**src/rtl/rpb_pkg.sv**
```systemverilog
// rpb_pkg: shared types and constants of the RGB16 pixel blender.
// Used by every module in rtl/; depends on nothing.
`default_nettype none

package rpb_pkg;

  localparam int NUM_CH = 3;
  localparam int CH_B   = 0;
  localparam int CH_G   = 1;
  localparam int CH_R   = 2;

  localparam int ADDR_W = 4;
  localparam int DATA_W = 32;

  typedef enum logic [1:0] {
    REG_PIXEL_FORMAT = 2'd0,
    REG_BLEND_MODE   = 2'd1,
    REG_ALPHA_LEVEL  = 2'd2
  } reg_idx_t;

  localparam logic       FMT_565     = 1'b0;
  localparam logic       FMT_555     = 1'b1;
  localparam logic       MODE_ALPHA  = 1'b0;
  localparam logic       MODE_ADD    = 1'b1;
  localparam logic [7:0] ALPHA_RESET = 8'd128;
  localparam logic [5:0] MAX5        = 6'h1F;
  localparam logic [5:0] MAX6        = 6'h3F;

  typedef struct packed {
    logic       pixel_format;
    logic       blend_mode;
    logic [7:0] alpha_level;
  } cfg_t;

  // after stage 1: channels unpacked, difference and sum formed
  typedef struct packed {
    logic                        transparent;
    logic [15:0]                 dst_px;
    logic                        fmt;
    logic                        mode;
    logic [4:0]                  factor;
    logic [NUM_CH-1:0][5:0]      dch;
    logic [NUM_CH-1:0][6:0]      diff;
    logic [NUM_CH-1:0][6:0]      sum;
    logic [NUM_CH-1:0][5:0]      maxv;
  } front_t;

  // after stage 2: scaled difference and saturated sum
  typedef struct packed {
    logic                        transparent;
    logic [15:0]                 dst_px;
    logic                        fmt;
    logic                        mode;
    logic [NUM_CH-1:0][5:0]      dch;
    logic [NUM_CH-1:0][11:0]     prod;
    logic [NUM_CH-1:0][5:0]      sat;
  } mid_t;

endpackage

`default_nettype wire

```
**src/rtl/rpb_apb_regs.sv**
```systemverilog
// rpb_apb_regs: APB register file holding format, mode and alpha level.
// Depends on rpb_pkg.
`default_nettype none

module rpb_apb_regs (
  input  wire                              clk,
  input  wire                              rst,
  input  wire                              psel,
  input  wire                              penable,
  input  wire                              pwrite,
  input  wire  [rpb_pkg::ADDR_W-1:0]       paddr,
  input  wire  [rpb_pkg::DATA_W-1:0]       pwdata,
  output logic [rpb_pkg::DATA_W-1:0]       prdata,
  output logic                             pready,
  output rpb_pkg::cfg_t                    cfg
);

  logic              wr_en;
  rpb_pkg::reg_idx_t idx;

  assign pready = 1'b1;
  assign wr_en  = psel && penable && pwrite && pready;
  assign idx    = rpb_pkg::reg_idx_t'(paddr[3:2]);

  always_ff @(posedge clk) begin
    if (rst) begin
      cfg.pixel_format <= rpb_pkg::FMT_565;
      cfg.blend_mode   <= rpb_pkg::MODE_ALPHA;
      cfg.alpha_level  <= rpb_pkg::ALPHA_RESET;
    end else if (wr_en && paddr[1:0] == 2'b00) begin
      unique case (idx)
        rpb_pkg::REG_PIXEL_FORMAT: cfg.pixel_format <= pwdata[0];
        rpb_pkg::REG_BLEND_MODE:   cfg.blend_mode   <= pwdata[0];
        rpb_pkg::REG_ALPHA_LEVEL:  cfg.alpha_level  <= pwdata[7:0];
        default: ;
      endcase
    end
  end

  always_comb begin
    prdata = '0;
    unique case (idx)
      rpb_pkg::REG_PIXEL_FORMAT: prdata[0]   = cfg.pixel_format;
      rpb_pkg::REG_BLEND_MODE:   prdata[0]   = cfg.blend_mode;
      rpb_pkg::REG_ALPHA_LEVEL:  prdata[7:0] = cfg.alpha_level;
      default:                   prdata      = '0;
    endcase
  end

endmodule

`default_nettype wire

```
**src/rtl/rpb_front.sv**
```systemverilog
// rpb_front: pipeline stage 1, unpacks both pixels and forms per-channel
// difference and sum. Depends on rpb_pkg.
`default_nettype none

module rpb_front (
  input  wire                 clk,
  input  wire                 rst,
  input  rpb_pkg::cfg_t       cfg,
  input  wire                 in_valid,
  output logic                in_ready,
  input  wire  [15:0]         src_px,
  input  wire  [15:0]         dst_px,
  output logic                st_valid,
  input  wire                 st_ready,
  output rpb_pkg::front_t     st
);

  logic [rpb_pkg::NUM_CH-1:0][5:0] sch;
  logic [rpb_pkg::NUM_CH-1:0][5:0] dch;
  rpb_pkg::front_t                 st_next;

  assign in_ready = !st_valid || st_ready;

  always_comb begin
    sch[rpb_pkg::CH_B] = {1'b0, src_px[4:0]};
    dch[rpb_pkg::CH_B] = {1'b0, dst_px[4:0]};
    if (cfg.pixel_format == rpb_pkg::FMT_565) begin
      sch[rpb_pkg::CH_G] = src_px[10:5];
      sch[rpb_pkg::CH_R] = {1'b0, src_px[15:11]};
      dch[rpb_pkg::CH_G] = dst_px[10:5];
      dch[rpb_pkg::CH_R] = {1'b0, dst_px[15:11]};
    end else begin
      sch[rpb_pkg::CH_G] = {1'b0, src_px[9:5]};
      sch[rpb_pkg::CH_R] = {1'b0, src_px[14:10]};
      dch[rpb_pkg::CH_G] = {1'b0, dst_px[9:5]};
      dch[rpb_pkg::CH_R] = {1'b0, dst_px[14:10]};
    end

    st_next.transparent = (src_px == 16'h0000);
    st_next.dst_px      = dst_px;
    st_next.fmt         = cfg.pixel_format;
    st_next.mode        = cfg.blend_mode;
    st_next.factor      = cfg.alpha_level[7:3];
    st_next.dch         = dch;
    for (int c = 0; c < rpb_pkg::NUM_CH; c++) begin
      st_next.diff[c] = {1'b0, sch[c]} - {1'b0, dch[c]};
      st_next.sum[c]  = {1'b0, sch[c]} + {1'b0, dch[c]};
      st_next.maxv[c] = rpb_pkg::MAX5;
    end
    if (cfg.pixel_format == rpb_pkg::FMT_565)
      st_next.maxv[rpb_pkg::CH_G] = rpb_pkg::MAX6;
  end

  always_ff @(posedge clk) begin
    if (rst) begin
      st_valid <= 1'b0;
    end else if (in_ready) begin
      st_valid <= in_valid;
    end
  end

  always_ff @(posedge clk) begin
    if (in_ready && in_valid) begin
      st <= st_next;
    end
  end

`ifndef SYNTHESIS
  a_transp_flag: assert property (@(posedge clk) disable iff (rst)
    (in_valid && in_ready && src_px == 16'h0000) |=> (st_valid && st.transparent))
    else $error("zero source not flagged transparent in stage 1");
`endif

endmodule

`default_nettype wire

```
**src/rtl/rpb_back.sv**
```systemverilog
// rpb_back: pipeline stages 2 and 3, scaling/saturation then rounding,
// recombination, packing and the output register. Depends on rpb_pkg.
`default_nettype none

module rpb_back (
  input  wire                 clk,
  input  wire                 rst,
  input  wire                 st_valid,
  output logic                st_ready,
  input  rpb_pkg::front_t     st,
  output logic                out_valid,
  input  wire                 out_ready,
  output logic [15:0]         out_pixel,
  output logic                out_transparent
);

  logic                            mid_valid;
  logic                            mid_ready;
  logic                            out_load;
  logic                            out_fmt;
  rpb_pkg::mid_t                   mid;
  rpb_pkg::mid_t                   mid_next;
  logic signed [11:0]              opa;
  logic signed [11:0]              opb;
  logic signed [11:0]              step;
  logic [6:0]                      mixed;
  logic [rpb_pkg::NUM_CH-1:0][5:0] ch;
  logic [15:0]                     pix_next;

  assign out_load  = !out_valid || out_ready;
  assign mid_ready = out_load;
  assign st_ready  = !mid_valid || mid_ready;

  // stage 2: signed difference times factor, additive saturation
  always_comb begin
    opa = '0;
    opb = '0;
    mid_next.transparent = st.transparent;
    mid_next.dst_px      = st.dst_px;
    mid_next.fmt         = st.fmt;
    mid_next.mode        = st.mode;
    mid_next.dch         = st.dch;
    for (int c = 0; c < rpb_pkg::NUM_CH; c++) begin
      opa = {{5{st.diff[c][6]}}, st.diff[c]};
      opb = {7'b0, st.factor};
      mid_next.prod[c] = opa * opb;
      mid_next.sat[c]  = (st.sum[c] > {1'b0, st.maxv[c]}) ? st.maxv[c] : st.sum[c][5:0];
    end
  end

  // stage 3: floor(prod/32) added back to dest; result stays in range
  always_comb begin
    step  = '0;
    mixed = '0;
    for (int c = 0; c < rpb_pkg::NUM_CH; c++) begin
      step  = $signed(mid.prod[c]) >>> 5;
      mixed = {1'b0, mid.dch[c]} + step[6:0];
      ch[c] = (mid.mode == rpb_pkg::MODE_ADD) ? mid.sat[c] : mixed[5:0];
    end
    if (mid.transparent)
      pix_next = mid.dst_px;
    else if (mid.fmt == rpb_pkg::FMT_565)
      pix_next = {ch[rpb_pkg::CH_R][4:0], ch[rpb_pkg::CH_G], ch[rpb_pkg::CH_B][4:0]};
    else
      pix_next = {1'b0, ch[rpb_pkg::CH_R][4:0], ch[rpb_pkg::CH_G][4:0],
                  ch[rpb_pkg::CH_B][4:0]};
  end

  always_ff @(posedge clk) begin
    if (rst) begin
      mid_valid <= 1'b0;
      out_valid <= 1'b0;
    end else begin
      if (st_ready)
        mid_valid <= st_valid;
      if (out_load)
        out_valid <= mid_valid;
    end
  end

  always_ff @(posedge clk) begin
    if (st_ready && st_valid)
      mid <= mid_next;
    if (out_load && mid_valid) begin
      out_pixel       <= pix_next;
      out_transparent <= mid.transparent;
      out_fmt         <= mid.fmt;
    end
  end

`ifndef SYNTHESIS
  a_mid_hold: assert property (@(posedge clk) disable iff (rst)
    (mid_valid && !mid_ready) |=> mid_valid)
    else $error("stage 2 transaction dropped while stalled");

  a_out_load: assert property (@(posedge clk) disable iff (rst)
    (mid_valid && out_load) |=> out_valid)
    else $error("stage 2 transaction did not reach the output register");

  a_555_bit15: assert property (@(posedge clk) disable iff (rst)
    (out_valid && !out_transparent && out_fmt == rpb_pkg::FMT_555) |-> !out_pixel[15])
    else $error("RGB555 blended pixel has bit 15 set");
`endif

endmodule

`default_nettype wire

```
**src/rtl/rgb16_pixel_blend.sv**
```systemverilog
// rgb16_pixel_blend: top level of the RGB565/RGB555 alpha and additive blender.
// Depends on rpb_pkg, rpb_apb_regs, rpb_front and rpb_back.
//
//   channel   handshake              payload
//   s_*       s_tvalid / s_tready    s_tdata[15:0] source px, [31:16] destination px
//   m_*       m_tvalid / m_tready    m_tdata[15:0] out_pixel, m_tuser was_transparent
//   apb       psel, penable, pready  paddr, pwdata, prdata (regs at 0x0, 0x4, 0x8)
//
// One pixel per clock sustained while m_tready stays high; three register
// stages (unpack, multiply, recombine-and-pack): a taken input passes the
// stage 1 and stage 2 registers, and m_tvalid rises as it enters the third.
// Reset (rst, synchronous) empties the pipeline and restores RGB565, alpha
// mode and alpha level 128. Each stage holds while the one after it is full
// and stalled, so m_tready low backs up to s_tready without losing a pixel.
`default_nettype none

module rgb16_pixel_blend (
  input  wire                          clk,
  input  wire                          rst,
  input  wire                          s_tvalid,
  output logic                         s_tready,
  input  wire  [31:0]                  s_tdata,   // [15:0] source px, [31:16] destination px
  output logic                         m_tvalid,
  input  wire                          m_tready,
  output logic [15:0]                  m_tdata,   // [15:0] out_pixel
  output logic                         m_tuser,   // [0] was_transparent
  input  wire                          psel,
  input  wire                          penable,
  input  wire                          pwrite,
  input  wire  [rpb_pkg::ADDR_W-1:0]   paddr,
  input  wire  [rpb_pkg::DATA_W-1:0]   pwdata,
  output logic [rpb_pkg::DATA_W-1:0]   prdata,
  output logic                         pready
);

  rpb_pkg::cfg_t   cfg;
  rpb_pkg::front_t st;
  logic            st_valid;
  logic            st_ready;

  rpb_apb_regs u_regs (
    .clk     (clk),
    .rst     (rst),
    .psel    (psel),
    .penable (penable),
    .pwrite  (pwrite),
    .paddr   (paddr),
    .pwdata  (pwdata),
    .prdata  (prdata),
    .pready  (pready),
    .cfg     (cfg)
  );

  rpb_front u_front (
    .clk        (clk),
    .rst        (rst),
    .cfg        (cfg),
    .in_valid   (s_tvalid),
    .in_ready   (s_tready),
    .src_px     (s_tdata[15:0]),
    .dst_px     (s_tdata[31:16]),
    .st_valid   (st_valid),
    .st_ready   (st_ready),
    .st         (st)
  );

  rpb_back u_back (
    .clk             (clk),
    .rst             (rst),
    .st_valid        (st_valid),
    .st_ready        (st_ready),
    .st              (st),
    .out_valid       (m_tvalid),
    .out_ready       (m_tready),
    .out_pixel       (m_tdata),
    .out_transparent (m_tuser)
  );

endmodule

`default_nettype wire
```
**config.mk**
```make
export PLATFORM = sky130hd
export DESIGN_NAME = rgb16_pixel_blend
export DESIGN_NICKNAME = d
export VERILOG_FILES = /design/src/rtl/rpb_pkg.sv /design/src/rtl/rpb_apb_regs.sv /design/src/rtl/rpb_front.sv /design/src/rtl/rpb_back.sv /design/src/rtl/rgb16_pixel_blend.sv
export SDC_FILE = /design/constraint.sdc
export NUM_CORES = 1
export LEC_CHECK = 0
export ABC_CLOCK_PERIOD_IN_PS = 11900
export BUFFER_PORTS_ARGS = -buffer_cell sky130_fd_sc_hd__buf_4
export CAP_MARGIN = 20
export CORE_UTILIZATION = 40
export CTS_BUF_LIST = sky130_fd_sc_hd__clkbuf_2
export CTS_CLUSTER_DIAMETER = 40
export CTS_CLUSTER_SIZE = 10
export DETAILED_ROUTE_END_ITERATION = 8
export PLACE_DENSITY = 0.69
export SETUP_SLACK_MARGIN = 0.2
export SLEW_MARGIN = 20
export SYNTH_ARGS = -nofsm -noshare
export SYNTH_HDL_FRONTEND = slang
export SYNTH_SLANG_ARGS = --single-unit
```
**constraint.sdc**
```tcl
create_clock -name clk -period 11.9 [get_ports clk]
set_input_delay 0.595 -clock clk [delete_from_list [all_inputs] [get_ports clk]]
set_output_delay 0.595 -clock clk [all_outputs]
set_load 0.05 [all_outputs]
```
Yosys cells after proc, flatten, opt, wreduce, memory -nomap -nowiden
Index checks and enable logic that the tools add are counted.

$add $sub $neg: 9. $mul: 3. Div/mod/pow operators: 0. $lt $le $gt $ge: 3. Eq/ne operators: 2. Shift operators: 0. Multiplexer cells: 11. Bitwise gates (word level): 0. Reduce and logical (&&, ||, !) cells: 18.

Operators with widths (number): $mux W16 (2); $mux W11 (2); $mul A6 B6 Y10 (2); $mux W6 (3); $logic_not A16 Y1 (1); $add A5 B5 Y6 (2); $gt A6 B5 Y1 const B (2); $sub A5 B5 Y6 (2); $mul A7 B6 Y11 (1); $add A5 B5 Y5 (2); $mux W5 (2); $add A6 B6 Y7 (1); $gt A7 B6 Y1 (1); $mux W7 (1); $sub A6 B6 Y7 (1); $add A6 B6 Y6 (1); $logic_and A1 B1 Y1 (6); $reduce_and A2 Y1 (3); $logic_not A2 Y1 (2); $logic_not A1 Y1 (3); $logic_or A1 B1 Y1 (3); $pmux W1 S3 (1); $eq A2 B1 Y1 const B (1); $eq A2 B2 Y1 const B (1).

Flip-flop bits (word level): 196. Latch bits: 0. Bits in writable memories: 0. ROM bits: 0. Input bits: 75. Output and inout port bits: 52. Logic and storage cells: 82. Memories kept: 0.

Logic depth before layout (Yosys ltp)
Depth after elaboration: 5. Mapped depth: 15. Gate-level depth less buffers: 13.

Modules after synthesis
A second synthesis with hierarchy kept.

Cell total of the unflattened synthesis: 1016. Area, all modules: 11482.3 um^2.

By module, submodules not included: rpb_back (times used 1, cells each 640, area an instance 7049.3 um^2, sequential area each 2562.5 um^2); rpb_front (times used 1, cells each 292, area an instance 3697.3 um^2, sequential area each 2031.9 um^2); rpb_apb_regs (times used 1, cells each 84, area an instance 735.7 um^2, sequential area each 200.2 um^2).

Worst setup path before layout
No wires, ideal clock.

Kind: register to register. Start: reg u_back.out_valid. End: reg u_back.mid[0] (netlist bit) (enable). Library setup time: 0.559 ns. Arrival: 4.897 ns. Data required time: 11.341 ns. Slack: 6.444 ns. Cell stages (with the launch flop): 3. Path buffers: 0. Period minus slack after synthesis: 5.456 ns. Cell sequence: dfxtp_1 -> nor2b_1 -> a21boi_0.

Word-level cells in the longest chain between the ends: 4.

RTL lines: start, declared (RTL line rpb_back.sv:11) `output logic out_valid,`; start signal, assigned (RTL line rpb_back.sv:77) `out_valid <= mid_valid;`; $logic_not A1 Y1 (RTL line rpb_back.sv:30) `assign out_load = !out_valid || out_ready;`; $logic_or A1 B1 Y1 (RTL line rpb_back.sv:30); $logic_or A1 B1 Y1 (RTL line rpb_back.sv:32) `assign st_ready = !mid_valid || mid_ready;`; $logic_and A1 B1 Y1 (RTL line rpb_back.sv:82) `if (st_ready && st_valid)`; end signal, assigned (RTL line rpb_back.sv:83) `mid <= mid_next;`; end, declared (RTL line rpb_back.sv:21) `rpb_pkg::mid_t mid;`.

Every way passes these cells. A chain may end at the register's enable or synchronous reset.

==> summary.md <==
| Metric | Value |
|---|---|
| Starting Density | `0.411` |
| Largest family of logic cells by synthesized area | `adder cells` |
| Clk_lat worst skew | `740 ps` |
| Mean post-synth cell area | `11.6 sq um` |
| CTS HTree Levels | `4` |
| Nets | `1,180` |
| Flops & latches, synth | `153` |
| Worst slack, placed | `7660 ps` |
| RSZ-0062 raised after global routing | `false` |
| Max Transition Viols Final | `0` |
| Synthesized cell area | `10,100 sq um` |
| Max-slew headroom | `0.273` |
| Final critical-path share of the clock period | `0.358` |
| Post-route DRC | `0` |
| Total negative slack | `0 ps` |
| Worst-case clock buffer depth | `2` |
| DRT Wirelength | `19,000 um` |
| Multi-input gate area in the final layout | `5000 sq um` |
| Ys Warns | `0` |
| Synth async-reset ratio | `0` |
| Min Tclk post-route | `4260 ps` |
| Sequential cell area | `4460 sq um` |
| Yosys top cell area share | `0.417` |
| Worst hold path depth | `3` |
| WL/cell | `14.7 um` |
| Max Freq | `0.234 GHz` |
| Clock transition at path regs | `270 ps` |
| Die ar. | `25,800 sq um` |
| Die width | `161 um` |
| Arr. time, crit path | `4800 ps` |
| Final Total Pwr | `1.54 mW` |
| Violation count after the first detailed-route iteration | `348` |
| Ys flop type | `edfxtp_1` |
| Peak VDD IR | `0.0724 mV` |
| Dominant cells by area after synthesis | `edfxtp_1 42%, fa_1 11%, ha_1 11%` |
| Pin count of the biggest net entering global routing | `67` |
| Post-synthesis compound-gate area fraction | `0.0680` |
| Final WS setup | `7640 ps` |
| First-pass GRT wire length | `31,600 um` |
| Critical Path RT | `12,430 ps` |
| Post-Synth XOR/XNOR Area | `0.0496` |
| CTS Root Cell | `clkbuf_2` |
| Worst R2R Path Depth | `11` |
| Filler cells | `2,279` |
| Simple logic cell fraction of the synthesized area | `0.111` |
| Count leader, synth | `edfxtp_1` |
| Post-synthesis cell type count | `49` |
| Leak | `4.78 nW` |
| Antenna diode count | `0` |
| Chip height | `161 um` |
| Cell taking the most area after synthesis | `edfxtp_1` |
| Routed vias | `6,258` |
| Hold Path Class | `input port to flop` |
| Worst slew pin tran | `1090 ps` |
| IO Port Bufs | `77` |
| ANT nets after route | `0` |
| Status | `finished clean` |
| CTS buffer count | `17` |
| Crit Path Max Fanout | `16` |
| Post-synth top cells | `140 x edfxtp_1, 123 x inv_1, 87 x ha_1` |
| GP Congestion | `0.805` |
| Number of flops mapped to enable cells by yosys | `140` |
| Drt pass-1 iters | `5` |
| Initial antenna violation count | `0` |
| Sequential share of the synthesized area | `0.443` |
| Cell row count | `57` |
| CP startpoint kind | `flop` |
| I/O pins | `127` |
| CTS tree | `built` |
| HPWL Detailed | `14,200 um` |
| GRT Residual Overflow | `0` |
| Cells after Synth | `866` |
| Sink Count | `153` |
| Synth Area in Adders | `0.221` |
| Layout cell share with drive strength beyond 1 | `0.147` |
| Total core area | `24,500 sq um` |
| GRT Overall Usage | `0.157` |
| Vias in the first global route | `6,530` |
| Mux contribution to synthesized area | `0.0345` |
| Final Util | `0.463` |
| Syn-to-layout area delta | `12.8%` |
| Max Cap Viol | `0` |
| Setup Viol. Count Final | `0` |
| Power per Cell Area | `135 nW/um^2` |
| Final hold slack | `93.0 ps` |
| Vias per cell | `4.82` |
| Max Clock Skew | `62.5 ps` |
| Reg2reg setup slack | `7640 ps` |
| Final Hold Vio Count | `0` |
| Critical Path End Type | `flop` |
| Crit path kind | `flop to flop` |
[report_power, final]
group | switching (mW) | internal, mW | leakage [nW] | total [mW]
registers | 0.0325 | 0.665 | 1.43 | 0.698
logic | 0.287 | 0.230 | 3.20 | 0.517
clock network | 0.203 | 0.122 | 0.155 | 0.325
[stage by stage]
| stage | instances | instance area (sq um) |
|---|---|---|
| detailed placement | 1251 | 10900 |
| CTS | 1289 | 11300 |
| finish | 1298 | 11400 |
| floorplan | 889 | 10200 |
| global route | 1298 | 11400 |
| global placement | 1251 | 10900 |
[layout by cell type, fill, tap and decap left out, types with 25 or more instances in the layout]
master,n
xnor2_1,29
xor2_1,28
conb_1,25
a21oi_1,36
ha_1,87
and2_1,69
nand2_1,39
nor2_1,31
buf_4,81
fa_1,57
edfxtp_1,140
inv_1,123
[logic make-up (layout without fill, tap and decap cells)]
kind of cell	count (synthesis)	count (layout)
other cells	2	25
compound gates	105	105
fa+ha+maj	144	144
mux	32	32
simple gates	207	207
flops	153	153
buf+inv	166	251
xor+xnor	57	57
[timing repair]
| action | in CTS | in global routing |
|---|---|---|
| hold buffers | 6 | 9 |
| resized for setup | 0 | 0 |
| endpoints found under the hold margin | 6 | 11 |
| buffers inserted | 0 | 0 |
[state kept, by name (all words and copies together) (netlist names)]
signal and flops:
u_front.st_valid 1, u_back.out_valid 1, u_regs.cfg 10, u_back.out_transparent 1, u_back.mid 57, u_back.out_pixel 16
u_back.mid_valid 1, u_front.st 66
[critical path: stages (launching register included)]
cell	delay, ps
edfxtp_1	820
nand2_1	300
fa_1	620
fa_1	440
fa_1	550
inv_1	50
ha_1	330
nand4_1	100
o21ai_0	410
a21oi_1	190
o21bai_1	200
xor2_1	90
[layer usage]
layer | vias up | global-route usage | part of all wire
met1 | 3046 | 0.201 | 0.45
met4 | 0 | 0.0364 | 0.0096
li1 | 3059 | - | -
met2 | 140 | 0.272 | 0.49
met3 | 13 | 0.0302 | 0.045
met5 | - | 0 | 0
[path summary, 6_finish.rpt]
kind	startpoint	endpoint
hold / removal	pwdata[3]	u_regs.cfg[3]
setup / recovery	u_front.st[78]	u_back.mid[50]
setup reg to reg	u_front.st[78]	u_back.mid[50]
hold reg to reg	u_front.st[101]	u_back.mid[90]
[cell type report]
| class | instances | share of cell area |
|---|---|---|
| clock buffers | 17 | 0.00749 |
| clock inverters | 15 | 0.0164 |
| inverters | 123 | 0.0406 |
| multi-input cells | 570 | 0.440 |
| flip-flops and latches | 153 | 0.393 |
| well taps | 324 | 0.0357 |
| repair buffers | 96 | 0.0667 |
No activity file was read; power rests on OpenSTA's default activity.
